==> config.mk <==
export PLATFORM = sky130hd
export DESIGN_NAME = first_fit_region_allocator_flat
export DESIGN_NICKNAME = d
export VERILOG_FILES = /design/src/hw/rtl/ffra_pkg.sv /design/src/hw/rtl/ffra_req_if.sv /design/src/hw/rtl/ffra_rsp_if.sv /design/src/hw/rtl/first_fit_region_allocator.sv /design/src/hw/rtl/ffra_table.sv /design/src/flat_wrapper.sv
export SDC_FILE = /design/constraint.sdc
export NUM_CORES = 1
export LEC_CHECK = 0
export ABC_CLOCK_PERIOD_IN_PS = 8600
export BUFFER_PORTS_ARGS = -buffer_cell sky130_fd_sc_hd__buf_2
export CAP_MARGIN = 20
export CORE_MARGIN = 5
export CORE_UTILIZATION = 45
export CTS_CLUSTER_DIAMETER = 30
export DETAILED_ROUTE_END_ITERATION = 16
export HOLD_SLACK_MARGIN = 0.05
export PLACE_DENSITY_LB_ADDON = 0.05
export SETUP_SLACK_MARGIN = 0.3
export SYNTH_ARGS = -nofsm -noshare
export SYNTH_HDL_FRONTEND = slang
export SYNTH_SLANG_ARGS = --single-unit
export TNS_END_PERCENT = 5
==> constraint.sdc <==
create_clock -name clock -period 8.6 [get_ports clock]
set_clock_uncertainty 0.2 [all_clocks]
set_input_delay 0.86 -clock clock [delete_from_list [all_inputs] [get_ports clock]]
set_output_delay 0.86 -clock clock [all_outputs]
set_load 0.01 [all_outputs]
==> src/hw/rtl/ffra_pkg.sv <==
// shared types and constants of the first-fit region allocator
package ffra_pkg;

   // command codes
   localparam logic [1:0] CMD_ALLOC   = 2'd0;
   localparam logic [1:0] CMD_FREE    = 2'd1;
   localparam logic [1:0] CMD_LOOKUP  = 2'd2;
   localparam logic [1:0] CMD_UNKNOWN = 2'd3;

   localparam int CMD_W    = 2;
   localparam int SIZE_W   = 17;
   localparam int ADDR_W   = 16;
   localparam int GAPCNT_W = 5;

   // sequencer states, one-hot
   typedef enum logic [6:0] {
      ST_IDLE  = 7'b0000001,
      ST_SCAN  = 7'b0000010,
      ST_DEC   = 7'b0000100,
      ST_SHIFT = 7'b0001000,
      ST_STATS = 7'b0010000,
      ST_LAST  = 7'b0100000,
      ST_OUT   = 7'b1000000
   } state_type;

   // one result item
   typedef struct packed {
      logic                status;
      logic [ADDR_W-1:0]   alloc_offset;
      logic [SIZE_W-1:0]   extent_length;
      logic [SIZE_W-1:0]   used_bytes;
      logic [GAPCNT_W-1:0] gap_count;
      logic [SIZE_W-1:0]   free_total;
      logic [SIZE_W-1:0]   largest_gap;
   } rsp_type;

endpackage

==> src/hw/rtl/ffra_req_if.sv <==
// request channel interface
interface ffra_req_if;
   logic                          valid;
   logic                          ready;
   logic [ffra_pkg::CMD_W-1:0]    cmd;
   logic [ffra_pkg::SIZE_W-1:0]   request_size;
   logic [ffra_pkg::ADDR_W-1:0]   address;

   modport source (output valid, cmd, request_size, address, input ready);
   modport sink   (input valid, cmd, request_size, address, output ready);
endinterface

==> src/hw/rtl/ffra_rsp_if.sv <==
// response channel interface
interface ffra_rsp_if;
   logic                           valid;
   logic                           ready;
   logic                           status;
   logic [ffra_pkg::ADDR_W-1:0]    alloc_offset;
   logic [ffra_pkg::SIZE_W-1:0]    extent_length;
   logic [ffra_pkg::SIZE_W-1:0]    used_bytes;
   logic [ffra_pkg::GAPCNT_W-1:0]  gap_count;
   logic [ffra_pkg::SIZE_W-1:0]    free_total;
   logic [ffra_pkg::SIZE_W-1:0]    largest_gap;

   modport source (output valid, status, alloc_offset, extent_length, used_bytes,
                   gap_count, free_total, largest_gap, input ready);
   modport sink   (input valid, status, alloc_offset, extent_length, used_bytes,
                   gap_count, free_total, largest_gap, output ready);
endinterface

==> src/hw/rtl/first_fit_region_allocator.sv <==
// First-fit region allocator. A sorted table of up to MAX_EXTENTS extents lives in a
// single-port-read synchronous memory, walked one entry per cycle by a sequencer. From
// acceptance to a valid result, an item takes these steps in order: one pass to find
// the gap or the extent, then a shift of the table entries that lie above it
// on insert or removal (the find and shift passes together cover the table about once),
// and one pass to gather used bytes, gap count, free total and largest gap; the single
// memory read port makes the passes serial. A new item is taken only once the previous
// result is accepted from the output register, in the cycle after that handshake.
module first_fit_region_allocator #(
   parameter int MAX_EXTENTS = 16
) (
   input  logic clock,
   input  logic reset,
   ffra_req_if.sink   req,
   ffra_rsp_if.source rsp,
   input  logic                        csr_we,
   input  logic [ffra_pkg::SIZE_W-1:0] csr_wdata
);

   localparam int IDX_W = (MAX_EXTENTS > 1) ? $clog2(MAX_EXTENTS) : 1;
   localparam int CNT_W = $clog2(MAX_EXTENTS + 1);
   localparam int SW    = ffra_pkg::SIZE_W;
   localparam int AW    = ffra_pkg::ADDR_W;

   ffra_pkg::state_type state_ff, state_in;

   logic [SW-1:0]    region_ff;
   logic [CNT_W-1:0] count_ff, count_in;
   logic [CNT_W-1:0] i_ff, i_in;
   logic [CNT_W-1:0] k_ff, k_in;
   logic             rdv_ff, rdv_in;
   logic             found_ff, found_in;
   logic [SW-1:0]    prev_end_ff, prev_end_in;
   logic [1:0]       cmd_ff;
   logic [SW-1:0]    size_ff;
   logic [AW-1:0]    addr_ff;
   logic [SW-1:0]    len_ff, len_in;
   logic [AW-1:0]    pos_ff, pos_in;
   logic [SW-1:0]    used_ff, used_in;
   logic [ffra_pkg::GAPCNT_W-1:0] gaps_ff, gaps_in;
   logic [SW-1:0]    ftot_ff, ftot_in;
   logic [SW-1:0]    big_ff, big_in;
   logic             ok_ff, ok_in;
   logic             out_valid_ff;
   ffra_pkg::rsp_type out_ff, out_in;
   logic             req_take, out_load;

   // memory ports
   logic             wr_en;
   logic [IDX_W-1:0] wr_idx, rd_idx;
   logic [AW-1:0]    wr_start, rd_start;
   logic [SW-1:0]    wr_len, rd_len;
   logic [CNT_W-1:0] rd_sel;

   ffra_table #(.DEPTH(MAX_EXTENTS), .IDX_W(IDX_W)) u_table (
      .clock(clock), .wr_en(wr_en), .wr_idx(wr_idx), .wr_start(wr_start), .wr_len(wr_len),
      .rd_idx(rd_idx), .rd_start(rd_start), .rd_len(rd_len)
   );
   assign rd_idx = rd_sel[IDX_W-1:0];

   // effective region and helper values
   logic [SW-1:0] eff_region, rd_end, gap, tail_gap;
   logic [SW-1:0] rd_start_w;
   assign eff_region = (region_ff > SW'(65536)) ? SW'(65536) : region_ff;
   assign rd_start_w = SW'(rd_start);
   assign rd_end     = rd_start_w + rd_len;
   assign gap        = (rd_start_w > prev_end_ff) ? rd_start_w - prev_end_ff : '0;
   assign tail_gap   = (eff_region > prev_end_ff) ? eff_region - prev_end_ff : '0;

   // configuration register
   always_ff @(posedge clock) begin
      if (reset) begin
         region_ff <= SW'(65536);
      end else if (csr_we) begin
         region_ff <= csr_wdata;
      end
   end

   assign req.ready = state_ff[0] && !out_valid_ff;
   assign req_take  = req.valid && req.ready;

   // sequencer
   always_comb begin
      state_in    = state_ff;
      count_in    = count_ff;
      i_in        = i_ff;
      k_in        = k_ff;
      rdv_in      = 1'b0;
      found_in    = found_ff;
      prev_end_in = prev_end_ff;
      len_in      = len_ff;
      pos_in      = pos_ff;
      used_in     = used_ff;
      gaps_in     = gaps_ff;
      ftot_in     = ftot_ff;
      big_in      = big_ff;
      ok_in       = ok_ff;
      rd_sel      = i_ff;
      wr_en       = 1'b0;
      wr_idx      = k_ff[IDX_W-1:0];
      wr_start    = pos_ff;
      wr_len      = len_ff;
      out_load    = 1'b0;
      out_in      = out_ff;
      unique case (state_ff)
         ffra_pkg::ST_IDLE: begin
            rd_sel = '0;
            if (req_take) begin
               i_in        = '0;
               rdv_in      = 1'b0;
               found_in    = 1'b0;
               prev_end_in = '0;
               len_in      = '0;
               pos_in      = '0;
               ok_in       = 1'b0;
               state_in    = ffra_pkg::ST_SCAN;
            end
         end
         // walk entries to find the gap or the extent
         ffra_pkg::ST_SCAN: begin
            rd_sel = i_ff + CNT_W'(1);
            if (!rdv_ff) begin
               rd_sel = i_ff;
               rdv_in = (i_ff < count_ff);
               if (i_ff >= count_ff) begin
                  // past the last extent: trailing gap for allocate
                  if (cmd_ff == ffra_pkg::CMD_ALLOC && !found_ff && tail_gap >= size_ff
                      && size_ff != '0 && size_ff <= eff_region
                      && count_ff < CNT_W'(MAX_EXTENTS)) begin
                     found_in = 1'b1;
                     k_in     = i_ff;
                     pos_in   = prev_end_ff[AW-1:0];
                  end
                  state_in = ffra_pkg::ST_DEC;
               end
            end else begin
               rdv_in = (i_ff + CNT_W'(1) < count_ff);
               i_in   = i_ff + CNT_W'(1);
               if (cmd_ff == ffra_pkg::CMD_ALLOC) begin
                  if (gap >= size_ff && size_ff != '0 && size_ff <= eff_region
                      && count_ff < CNT_W'(MAX_EXTENTS)) begin
                     found_in = 1'b1;
                     k_in     = i_ff;
                     pos_in   = prev_end_ff[AW-1:0];
                     rdv_in   = 1'b0;
                     state_in = ffra_pkg::ST_DEC;
                  end
               end else if (rd_start_w <= SW'(addr_ff) && SW'(addr_ff) < rd_end) begin
                  found_in = 1'b1;
                  k_in     = i_ff;
                  len_in   = rd_len;
                  rdv_in   = 1'b0;
                  state_in = ffra_pkg::ST_DEC;
               end
               prev_end_in = rd_end;
               if (!rdv_in && state_in == ffra_pkg::ST_SCAN) begin
                  // next cycle handles the trailing gap
               end
            end
         end
         // decide what shift is needed
         ffra_pkg::ST_DEC: begin
            ok_in = found_ff && (cmd_ff == ffra_pkg::CMD_ALLOC
                                 || cmd_ff == ffra_pkg::CMD_FREE
                                 || cmd_ff == ffra_pkg::CMD_LOOKUP);
            if (found_ff && cmd_ff == ffra_pkg::CMD_ALLOC) begin
               // move entries count-1 .. k up by one, from the top
               i_in     = count_ff;
               rd_sel   = count_ff - CNT_W'(1);
               rdv_in   = (count_ff > k_ff);
               state_in = ffra_pkg::ST_SHIFT;
            end else if (found_ff && cmd_ff == ffra_pkg::CMD_FREE) begin
               i_in     = k_ff;
               rd_sel   = k_ff + CNT_W'(1);
               rdv_in   = (k_ff + CNT_W'(1) < count_ff);
               state_in = ffra_pkg::ST_SHIFT;
            end else begin
               i_in     = '0;
               rd_sel   = '0;
               rdv_in   = (count_ff != '0);
               prev_end_in = '0;
               used_in  = '0;
               gaps_in  = '0;
               ftot_in  = '0;
               big_in   = '0;
               state_in = ffra_pkg::ST_STATS;
            end
         end
         // shift entries one place, one per cycle
         ffra_pkg::ST_SHIFT: begin
            if (cmd_ff == ffra_pkg::CMD_ALLOC) begin
               if (rdv_ff) begin
                  wr_en    = 1'b1;
                  wr_idx   = i_ff[IDX_W-1:0];
                  wr_start = rd_start;
                  wr_len   = rd_len;
                  i_in     = i_ff - CNT_W'(1);
                  rd_sel   = i_ff - CNT_W'(2);
                  rdv_in   = (i_ff - CNT_W'(1) > k_ff);
               end else begin
                  wr_en    = 1'b1;
                  wr_idx   = k_ff[IDX_W-1:0];
                  wr_start = pos_ff;
                  wr_len   = size_ff;
                  count_in = count_ff + CNT_W'(1);
                  i_in     = '0;
                  rd_sel   = '0;
                  rdv_in   = 1'b1;
                  prev_end_in = '0;
                  used_in  = '0;
                  gaps_in  = '0;
                  ftot_in  = '0;
                  big_in   = '0;
                  state_in = ffra_pkg::ST_STATS;
               end
            end else begin
               if (rdv_ff) begin
                  wr_en    = 1'b1;
                  wr_idx   = i_ff[IDX_W-1:0];
                  wr_start = rd_start;
                  wr_len   = rd_len;
                  i_in     = i_ff + CNT_W'(1);
                  rd_sel   = i_ff + CNT_W'(2);
                  rdv_in   = (i_ff + CNT_W'(2) < count_ff);
               end else begin
                  count_in = count_ff - CNT_W'(1);
                  i_in     = '0;
                  rd_sel   = '0;
                  rdv_in   = (count_ff > CNT_W'(1));
                  prev_end_in = '0;
                  used_in  = '0;
                  gaps_in  = '0;
                  ftot_in  = '0;
                  big_in   = '0;
                  state_in = ffra_pkg::ST_STATS;
               end
            end
         end
         // gather statistics over the table
         ffra_pkg::ST_STATS: begin
            rd_sel = i_ff + CNT_W'(1);
            if (rdv_ff) begin
               used_in     = used_ff + rd_len;
               prev_end_in = rd_end;
               if (gap != '0) begin
                  gaps_in = gaps_ff + ffra_pkg::GAPCNT_W'(1);
                  ftot_in = ftot_ff + gap;
                  if (gap > big_ff) big_in = gap;
               end
               i_in   = i_ff + CNT_W'(1);
               rdv_in = (i_ff + CNT_W'(1) < count_ff);
               if (!rdv_in) state_in = ffra_pkg::ST_LAST;
            end else begin
               state_in = ffra_pkg::ST_LAST;
            end
         end
         // trailing gap
         ffra_pkg::ST_LAST: begin
            if (tail_gap != '0) begin
               gaps_in = gaps_ff + ffra_pkg::GAPCNT_W'(1);
               ftot_in = ftot_ff + tail_gap;
               if (tail_gap > big_ff) big_in = tail_gap;
            end
            state_in = ffra_pkg::ST_OUT;
         end
         ffra_pkg::ST_OUT: begin
            out_load             = 1'b1;
            out_in.status        = !ok_ff;
            out_in.alloc_offset  = (ok_ff && cmd_ff == ffra_pkg::CMD_ALLOC) ? pos_ff : '0;
            out_in.extent_length = (ok_ff && cmd_ff != ffra_pkg::CMD_ALLOC) ? len_ff : '0;
            out_in.used_bytes    = used_ff;
            out_in.gap_count     = gaps_ff;
            out_in.free_total    = ftot_ff;
            out_in.largest_gap   = big_ff;
            state_in             = ffra_pkg::ST_IDLE;
         end
         default: state_in = ffra_pkg::ST_IDLE;
      endcase
   end

   // control registers
   always_ff @(posedge clock) begin
      if (reset) begin
         state_ff     <= ffra_pkg::ST_IDLE;
         count_ff     <= '0;
         rdv_ff       <= 1'b0;
         out_valid_ff <= 1'b0;
      end else begin
         state_ff <= state_in;
         count_ff <= count_in;
         rdv_ff   <= rdv_in;
         if (out_load) begin
            out_valid_ff <= 1'b1;
         end else if (rsp.ready) begin
            out_valid_ff <= 1'b0;
         end
      end
   end

   // datapath registers
   always_ff @(posedge clock) begin
      i_ff        <= i_in;
      k_ff        <= k_in;
      found_ff    <= found_in;
      prev_end_ff <= prev_end_in;
      len_ff      <= len_in;
      pos_ff      <= pos_in;
      used_ff     <= used_in;
      gaps_ff     <= gaps_in;
      ftot_ff     <= ftot_in;
      big_ff      <= big_in;
      ok_ff       <= ok_in;
      out_ff      <= out_in;
      if (req_take) begin
         cmd_ff  <= req.cmd;
         size_ff <= req.request_size;
         addr_ff <= req.address;
      end
   end

   assign rsp.valid         = out_valid_ff;
   assign rsp.status        = out_ff.status;
   assign rsp.alloc_offset  = out_ff.alloc_offset;
   assign rsp.extent_length = out_ff.extent_length;
   assign rsp.used_bytes    = out_ff.used_bytes;
   assign rsp.gap_count     = out_ff.gap_count;
   assign rsp.free_total    = out_ff.free_total;
   assign rsp.largest_gap   = out_ff.largest_gap;

   // checks
   a_count_range: assert property (@(posedge clock) disable iff (reset)
      count_ff <= CNT_W'(MAX_EXTENTS)) else $error("extent count overflow");
   a_onehot: assert property (@(posedge clock) disable iff (reset)
      $onehot(state_ff)) else $error("state not one-hot");
   a_no_take_busy: assert property (@(posedge clock) disable iff (reset)
      req_take |=> !req.ready) else $error("item taken while busy");
   a_count_step: assert property (@(posedge clock) disable iff (reset)
      (count_ff != $past(count_ff)) |-> $past(state_ff == ffra_pkg::ST_SHIFT))
      else $error("count changed outside shift");

endmodule

==> src/hw/rtl/ffra_table.sv <==
// extent table memory: start and length per entry, one write and one read port
module ffra_table #(
   parameter int DEPTH = 16,
   parameter int IDX_W = 4
) (
   input  logic                          clock,
   input  logic                          wr_en,
   input  logic [IDX_W-1:0]              wr_idx,
   input  logic [ffra_pkg::ADDR_W-1:0]   wr_start,
   input  logic [ffra_pkg::SIZE_W-1:0]   wr_len,
   input  logic [IDX_W-1:0]              rd_idx,
   output logic [ffra_pkg::ADDR_W-1:0]   rd_start,
   output logic [ffra_pkg::SIZE_W-1:0]   rd_len
);

   logic [ffra_pkg::ADDR_W+ffra_pkg::SIZE_W-1:0] mem_ff [DEPTH];
   logic [ffra_pkg::ADDR_W+ffra_pkg::SIZE_W-1:0] rd_ff;

   // write port
   always_ff @(posedge clock) begin
      if (wr_en) begin
         mem_ff[wr_idx] <= {wr_start, wr_len};
      end
   end

   // registered read port, a write to the same entry is passed through
   always_ff @(posedge clock) begin
      if (wr_en && wr_idx == rd_idx) begin
         rd_ff <= {wr_start, wr_len};
      end else begin
         rd_ff <= mem_ff[rd_idx];
      end
   end

   assign rd_start = rd_ff[ffra_pkg::ADDR_W+ffra_pkg::SIZE_W-1:ffra_pkg::SIZE_W];
   assign rd_len   = rd_ff[ffra_pkg::SIZE_W-1:0];

endmodule

==> src/flat_wrapper.sv <==
// flat-port wrapper written by rule: the top's interface ports become plain ports
module first_fit_region_allocator_flat 
#(
   parameter int MAX_EXTENTS = 16
)
  (clock, reset, csr_we, csr_wdata, req_valid, req_cmd, req_request_size, req_address, req_ready, rsp_valid, rsp_status, rsp_alloc_offset, rsp_extent_length, rsp_used_bytes, rsp_gap_count, rsp_free_total, rsp_largest_gap, rsp_ready);
  ffra_req_if req_i ();
  ffra_rsp_if rsp_i ();
  input  logic clock;
  input  logic reset;
  input  logic csr_we;
  input  logic [ffra_pkg::SIZE_W-1:0] csr_wdata;
  input wire logic [$bits(req_i.valid)-1:0] req_valid;
  input wire logic [$bits(req_i.cmd)-1:0] req_cmd;
  input wire logic [$bits(req_i.request_size)-1:0] req_request_size;
  input wire logic [$bits(req_i.address)-1:0] req_address;
  output wire logic [$bits(req_i.ready)-1:0] req_ready;
  output wire logic [$bits(rsp_i.valid)-1:0] rsp_valid;
  output wire logic [$bits(rsp_i.status)-1:0] rsp_status;
  output wire logic [$bits(rsp_i.alloc_offset)-1:0] rsp_alloc_offset;
  output wire logic [$bits(rsp_i.extent_length)-1:0] rsp_extent_length;
  output wire logic [$bits(rsp_i.used_bytes)-1:0] rsp_used_bytes;
  output wire logic [$bits(rsp_i.gap_count)-1:0] rsp_gap_count;
  output wire logic [$bits(rsp_i.free_total)-1:0] rsp_free_total;
  output wire logic [$bits(rsp_i.largest_gap)-1:0] rsp_largest_gap;
  input wire logic [$bits(rsp_i.ready)-1:0] rsp_ready;
  assign req_i.valid = req_valid;
  assign req_i.cmd = req_cmd;
  assign req_i.request_size = req_request_size;
  assign req_i.address = req_address;
  assign req_ready = req_i.ready;
  assign rsp_valid = rsp_i.valid;
  assign rsp_status = rsp_i.status;
  assign rsp_alloc_offset = rsp_i.alloc_offset;
  assign rsp_extent_length = rsp_i.extent_length;
  assign rsp_used_bytes = rsp_i.used_bytes;
  assign rsp_gap_count = rsp_i.gap_count;
  assign rsp_free_total = rsp_i.free_total;
  assign rsp_largest_gap = rsp_i.largest_gap;
  assign rsp_i.ready = rsp_ready;
  first_fit_region_allocator #(.MAX_EXTENTS(MAX_EXTENTS)) u_core (.clock(clock), .reset(reset), .req(req_i), .rsp(rsp_i), .csr_we(csr_we), .csr_wdata(csr_wdata));
endmodule
==> results of run 1 <==
routing by layer:
metal	track usage	wire, microns	vias to the layer above
met3	0.04637	8052	232
met5	0	0	-
met2	0.3884	52680	1001
met4	0.09688	4336	0
met1	0.3437	48920	12610
li1	-	-	10990
critical path, delay by kind of cell (launching register included):
family                   cells  cell delay [ns]
buffers and inverters        1             0.42
adder cells (fa/ha/maj)      3             1.15
flip-flops                   1             0.54
multiplexers                 2             1.13
AND/OR/NAND/NOR              2             0.40
AO/OA/AOI/OAI               14             2.92
XOR/XNOR                     2             0.34
cell usage in the layout (no fill, tap or decap), types with 17 or more instances in the layout:
cell / synthesis / layout
edfxtp_1: 771 / 771
ha_1: 238 / 238
nor2_1: 210 / 193
mux4_2: 165 / 165
clkbuf_16: 0 / 165
nand2_1: 151 / 151
buf_2: 12 / 148
inv_1: 138 / 138
a21oi_1: 106 / 106
o21ai_0: 80 / 78
buf_4: 0 / 62
a21o_1: 51 / 51
xnor2_1: 51 / 51
and3_1: 49 / 48
xor2_1: 38 / 38
nor3_1: 36 / 36
nor2b_1: 33 / 33
nand3_1: 32 / 32
dfxtp_1: 35 / 31
clkinv_1: 1 / 30
nand4_1: 30 / 30
o22ai_1: 29 / 29
o21a_1: 25 / 25
and2_1: 25 / 24
mux2i_1: 22 / 22
bufinv_16: 0 / 22
clkinv_2: 0 / 21
clkinvlp_4: 0 / 21
nand2b_1: 19 / 19
a22oi_1: 19 / 19
nor4_1: 18 / 18
a31oi_1: 17 / 17
per-stage QoR:
stage | cell area [sq um] | utilization | cells | setup slack, ns | hold WS, ns
final | 46920 | 0.5502 | 4232 | 1.164 | 0.09392
after global routing | 46920 | 0.5502 | 4231 | 0.7155 | 0.06968
after CTS | 46910 | 0.5501 | 4230 | 1.191 | 0.05166
after detailed placement | 41110 | 0.4821 | 3917 | 1.225 | 0.2412
after global placement | 41100 | 0.4819 | 3915 | 1.306 | 0.2389
after floorplan | 38660 | - | 2658 | 0.8618 | 0.2264
flip-flops by register name, indices dropped and copies added, names as in the netlist, 17 cells and up, named ones only:
signal,count
u_core.len_ff,17
u_core.rsp.used_bytes,17
u_core.prev_end_ff,17
u_core.region_ff,17
u_core.u_table.mem_ff,528
u_core.rsp.extent_length,17
u_core.used_ff,17
u_core.ftot_ff,17
u_core.rsp.free_total,17
u_core.size_ff,17
u_core.big_ff,17
u_core.rsp.largest_gap,17
power breakdown:
part	switching, mW	internal [mW]
Combinational	2.86	1.89
Clock	2.15	4.22
Sequential	0.163	4.49
repair_timing:
action                                  in CTS  in global routing
setup buffers                                0                  0
hold endpoints to repair                    10                  0
endpoints found under the setup margin       0                  0
hold buffers                                10                  0
kinds of logic after synthesis:
kind of cell    count (synthesis)
buf+inv                       235
mux                           193
xor+xnor                       89
flops                         806
compound gates                445
simple gates                  647
fa+ha+maj                     243
worst max-delay path by stage:
stage,depth (start not counted),start,endpoint,slack (ns)
floorplan,26,flip-flop,u_core.pos_ff[0],0.86
global placement,24,flip-flop,u_core.ftot_ff[16],1.31
detailed placement,24,flip-flop,u_core.ftot_ff[16],1.23
CTS,24,flip-flop,u_core.ftot_ff[16],1.19
global route,24,flip-flop,u_core.ftot_ff[16],0.72
finish,24,flip-flop,u_core.ftot_ff[16],1.16
final cells by class:
class	count	area (sq um)	share of cell area
timing repair buffer	222	1346	0.02869
clock inverter	124	1500	0.03197
antenna	1	2.502	0.00005333
clock buffer	179	4202	0.08954
tap	1144	1431	0.03050
inverter	139	521.8	0.01112
sequential	806	23860	0.5086
multi-input combinational	1617	14060	0.2996
==> flow_summary_export.csv, run 1 <==
group,metric,value,unit
final_layout,area_growth,21.36,%
floorplan,core,0.08528,sq mm
global_routing,grt_pass1_vias,24930,
timing,period_minus_slack,7.436,ns
clock_network,cts.path.max_buffers,3,
route,drc,0,
yosys,synthMuxAreaShare,0.1036,
min_path,hp-class,"input pin to flip-flop",
yosys,synth_edf_count,771,
yosys,synth_top_area_share,0.5988,
critical_path,worst_path_max_delay_cell,"mux4_2",
yosys,synth_top_cell_by_area,"edfxtp_1",
yosys,yosys.area_share.simple,0.08071,
timing,fmax,134.5,MHz
flow_run,cap_violations,0,
yosys,synthDistinctLibCells,76,
final_layout,drive_gt1_frac,0.2225,
critical_path,critPathMaxFanout,19,
yosys,synth_fp_nets,2958,
yosys,yosys-top-cells-count,"edfxtp_1, ha_1, nor2_1, mux4_2, nand2_1",
min_path,holdPathEnd,"u_core.size_ff[10]",
route,ant_nets,0,
critical_path,worst-r2r-setup-slack,1.16,ns
timing,rsz0062_at_grt,"no",
clock_network,cts_buffers,163,
place,dp_hpwl,75780,microns
yosys,yosys.area_share.adder,0.07961,
timing,hold_viol_final,0,
floorplan,die_h,303.1,microns
global_routing,overflow,0,
power,fin_total_pwr,15.77,mW
clock_network,clk_latency,0.75,ns
yosys,synth_compound_area_frac,0.07585,
clock_network,h-tree-depth,4,
clock_network,clock-root-buffer,"clkbuf_16",
min_path,hold_depth,1,
floorplan,rows,107,
critical_path,crit_chain,"buf_4, mux4_2, mux4_2, ha_1, o21ai_1, a21oi_1, o31a_1, a211oi_1, o22ai_1, and2_1, nand2_1, o22ai_1, ha_1, fa_1, a211oi_1, o21a_1, o31ai_1, a21o_1, a21oi_1, o2111ai_1, a21oi_1, xnor2_1, xnor2_1, o22ai_1",
yosys,syn_avg_cell_area,14.55,sq um
timing,maxSlewViolCount,0,
global_routing,antenna_found_initial,0,
timing,period_share,0.8647,
critical_path,start_kind,"flip-flop",
timing,worst_slew_pin_slew,1.046,ns
place,numPortBuffers,148,
yosys,yosys_warnings,0,
min_path,hp-start,"req_request_size[10]",
critical_path,reg2reg_depth,24,
route,vias,24820,
final_layout,nets,3249,
global_routing,grt.total_usage,0.2468,
yosys,ys_seq_elements,806,
route,drt_iter0_markers,2701,
global_routing,grt_max_degree,60,
critical_path,cp.arrival,7.69,ns
yosys,ys.flop_type,"edfxtp_1",
route,routed_via_density,5.866,
route,wire_per_inst,26.93,microns
status,outcome,"finished clean",
yosys,netlist_area,0.03866,sq mm
yosys,synth-xor-area-share,0.02016,
clock_network,cts.sinks,806,
critical_path,crit_path_end_kind,"flip-flop",
clock_network,clkTransAtPathRegs,0.04,ns
floorplan,io_pins,149,
power,p_per_area,336.2,mW/mm^2
timing,setup_tns,0,ns
critical_path,rr_endpoint,"u_core.ftot_ff[16]",
clock_network,cts_resized,0,
yosys,synthArstFlopShare,0,
floorplan,die_x,303.1,microns
global_routing,grt_pass1_wl,164900,microns
yosys,yosysMostFrequentCell,"edfxtp_1",
critical_path,worstSetupPathType,"flip-flop to flip-flop",
final_layout,num-fill-cells,6916,
power,leakagePower,17.57,nW
route,firstDrtPassIters,8,
floorplan,initial_core_util,0.4534,
critical_path,max_stage_delay,0.58,ns
clock_network,cts_tree,"yes",
timing,setup_viol,0,
yosys,ys_top_cells_by_area,"edfxtp_1, mux4_2, ha_1",
yosys,seq_area_frac_synth,0.6169,
power,ir_drop,244.3,uV
yosys,synth_cells,2658,
critical_path,worstPathRequired,8.85,ns
floorplan,die_area,0.09188,sq mm
place,gp_congestion,0.9235,
route,wirelength,114000,microns
yosys,synth_top_family_by_area,"multiplexers",
timing,relSlewSlack,0.3030,
(Power assumes the default switching activity.)
==> run 2, diff against run 1 <==
--- a/config.mk
+++ b/config.mk
@@ -5,7 +5,7 @@
 export SDC_FILE = /design/constraint.sdc
 export NUM_CORES = 1
 export LEC_CHECK = 0
-export ABC_CLOCK_PERIOD_IN_PS = 8600
+export ABC_CLOCK_PERIOD_IN_PS = 8000
 export BUFFER_PORTS_ARGS = -buffer_cell sky130_fd_sc_hd__buf_2
 export CAP_MARGIN = 20
 export CORE_MARGIN = 5
@@ -13,7 +13,7 @@
 export CTS_CLUSTER_DIAMETER = 30
 export DETAILED_ROUTE_END_ITERATION = 16
 export HOLD_SLACK_MARGIN = 0.05
-export PLACE_DENSITY_LB_ADDON = 0.05
+export PLACE_DENSITY = 0.62
 export SETUP_SLACK_MARGIN = 0.3
 export SYNTH_ARGS = -nofsm -noshare
 export SYNTH_HDL_FRONTEND = slang
==> constraint.sdc (replaced) <==
create_clock -name clock -period 8 [get_ports clock]
set_clock_uncertainty 0.2 [all_clocks]
set_input_delay 0.8 -clock clock [delete_from_list [all_inputs] [get_ports clock]]
set_output_delay 0.8 -clock clock [all_outputs]
set_load 0.01 [all_outputs]
==> run 2 against run 1 <==
Net effect: final area is 0.17% higher; die area stayed put; via count increased by 1.7%; first-iteration DRC count fell by 6.9%; total power is 6.6% higher; wire length shrank 0.35%; core utilization increased by 0.094 points; global-route usage down 0.13 points; register-to-register slack got worse by 0.57 ns; cell count up 0.47%; non-clock buffer count rose by 22; critical endpoint unchanged.
==> flow_summary_export.csv, run 2 (synthesized netlist as in run 1, its figures left out) <==
group,metric,value,unit
global_routing,overflow,0,
floorplan,initial_core_util,0.4534,
clock_network,cts_buffers,159,
power,ir_drop,198.3,uV
global_routing,grt_pass1_wl,165500,microns
route,routed_via_density,5.938,
timing,setup_tns,0,ns
floorplan,die_area,0.09188,sq mm
place,place_ws,0.6065,ns
critical_path,cp.arrival,7.68,ns
clock_network,h-tree-depth,4,
route,drc,0,
place,numPortBuffers,148,
clock_network,clkTransAtPathRegs,0.05,ns
clock_network,cts.sinks,806,
critical_path,start_kind,"flip-flop",
clock_network,clk_latency,0.76,ns
floorplan,io_pins,149,
critical_path,crit_chain,"buf_4, mux4_2, mux4_2, ha_1, nor2b_1, nand3_1, or4b_2, and2_1, nand2_1, o22ai_1, ha_1, fa_1, a211oi_1, o21a_1, o31ai_1, a21o_1, a21oi_1, o2111ai_1, a21oi_1, xnor2_1, xnor2_1, o22ai_1",
final_layout,num-fill-cells,6753,
final_layout,top_register,"u_core.u_table.mem_ff",
critical_path,worstPathRequired,8.27,ns
timing,fmax,135.1,MHz
route,wire_per_inst,26.71,microns
final_layout,seq_area,0.02386,sq mm
final_layout,multi_input_area,0.01406,sq mm
clock_network,cts_setup_buffers,0,
power,p_per_area,357.8,mW/mm^2
critical_path,crit_buf_inv,1,
global_routing,grt.total_usage,0.2454,
critical_path,worst_path_max_delay_cell,"or4b_2",
timing,relSlewSlack,0.2090,
flow_run,cap_violations,0,
global_routing,grt_pass1_vias,25630,
critical_path,worstSetupPathType,"flip-flop to flip-flop",
final_layout,area_growth,21.57,%
timing,period_share,0.9252,
critical_path,max_stage_delay,0.75,ns
critical_path,cpLargestDelayFamily,"compound AO/OA/AOI/OAI gates",
timing,setup_ws,0.5982,ns
final_layout,nets,3267,
power,leakagePower,17.62,nW
final_layout,fin_area,0.04700,sq mm
timing,rsz0062_at_grt,"yes",
route,vias,25250,
floorplan,die_h,303.1,microns
global_routing,grt_max_degree,59,
floorplan,die_x,303.1,microns
clock_network,cts_tree,"yes",
route,drt_iter0_markers,2515,
critical_path,crit_path_end_kind,"flip-flop",
floorplan,core,0.08528,sq mm
final_layout,largest_reg_flops,528,
final_layout,drive_gt1_frac,0.2213,
timing,period_minus_slack,7.402,ns
timing,setup_viol,0,
global_routing,antenna_found_initial,4,
timing,worst_slew_pin_slew,1.186,ns
critical_path,critPathMaxFanout,20,
place,dp_hpwl,75450,microns
place,placedInstanceArea,0.04108,sq mm
place,gp_congestion,0.9748,
final_layout,mostFrequentLayoutCells,"edfxtp_1, ha_1, nor2_1, mux4_2, clkbuf_16",
clock_network,cts.path.max_buffers,3,
route,wirelength,113600,microns
clock_network,clock-root-buffer,"clkbuf_16",
min_path,hp-class,"input pin to flip-flop",
route,firstDrtPassIters,8,
timing,maxSlewViolCount,0,
route,ant_nets,0,
critical_path,worst-r2r-setup-slack,0.60,ns
status,outcome,"finished clean",
final_layout,final_common_cell,"edfxtp_1",
floorplan,rows,107,
timing,hold_viol_final,0,
-- run 2: cell count changes in the layout (fill, tap and decap cells not counted), moves of 3 or more --
cell           change
dlygate4sd3_1     +27
clkinv_1          -14
clkinv_4           +9
clkinvlp_4         -8
inv_6              +7
clkbuf_1           +6
clkbuf_16          -6
buf_4              -5
clkinv_2           +5
bufinv_16          -3
-- run 2: cell type report --
type | instances | area share
Clock inverter | 121 | 0.03144
Antenna cell | 3 | 0.0001597
Multi-Input combinational cell | 1617 | 0.2992
Clock buffer | 178 | 0.08638
Timing Repair Buffer | 244 | 0.03359
Sequential cell | 806 | 0.5077
Tap cell | 1144 | 0.03045
Inverter | 139 | 0.01110
-- run 2: worst register-to-register path: cells and delay by family, from the launching register on --
kind                     cells  cell delay [ns]
XOR/XNOR                     2             0.37
AND/OR/NAND/NOR              5             1.59
adder cells (fa/ha/maj)      3             1.09
buffers and inverters        1             0.44
multiplexers                 2             1.13
AO/OA/AOI/OAI                9             1.77
flip-flops                   1             0.53
-- run 2: what timing repair did --
action                                  4_1_cts  5_1_grt
endpoints found under the setup margin        0        6
hold buffers                                 37        0
hold endpoints to repair                     37        0
resized for setup                             0        1
-- run 2: where the power goes --
part           internal [mW]  leakage [nW]  switching [mW]  total [mW]
Clock                   4.34          2.66            2.36        6.70
Sequential              4.83          7.44           0.161        4.99
Combinational           2.03          7.51            3.10        5.13
Total                   11.2          17.6            5.62        16.8
-- run 2: worst paths after layout --
| kind | endpoint | cells past startpoint | from |
|---|---|---|---|
| worst min register to register | u_core.rsp.largest_gap[1] | 0 | u_core.big_ff[1] |
| worst max register to register | u_core.ftot_ff[16] | 22 | flip-flop |
| worst max-delay path | u_core.ftot_ff[16] | 22 | flip-flop |
| worst min-delay path | u_core.region_ff[3] | 3 | csr_wdata[3] |
-- run 2: metal layers --
layer	global-route usage	wire, microns	up-vias
met5	0	0	-
met4	0.1071	5196	0
met3	0.04816	9146	257
met2	0.3981	53830	1268
met1	0.3253	45420	12700
li1	-	-	11030
-- run 2: through the flow --
step | hold slack, ns | std cells | utilization | power (mW)
floorplan | 0.2264 | 2658 | - | 8.566
global placement | 0.2345 | 3913 | 0.4817 | 9.988
detailed placement | 0.2425 | 3913 | 0.4817 | 10.08
CTS | 0.05081 | 4249 | 0.5510 | 16.85
global route | 0.08725 | 4249 | 0.5511 | 17.61
finish | 0.09438 | 4252 | 0.5512 | 16.82
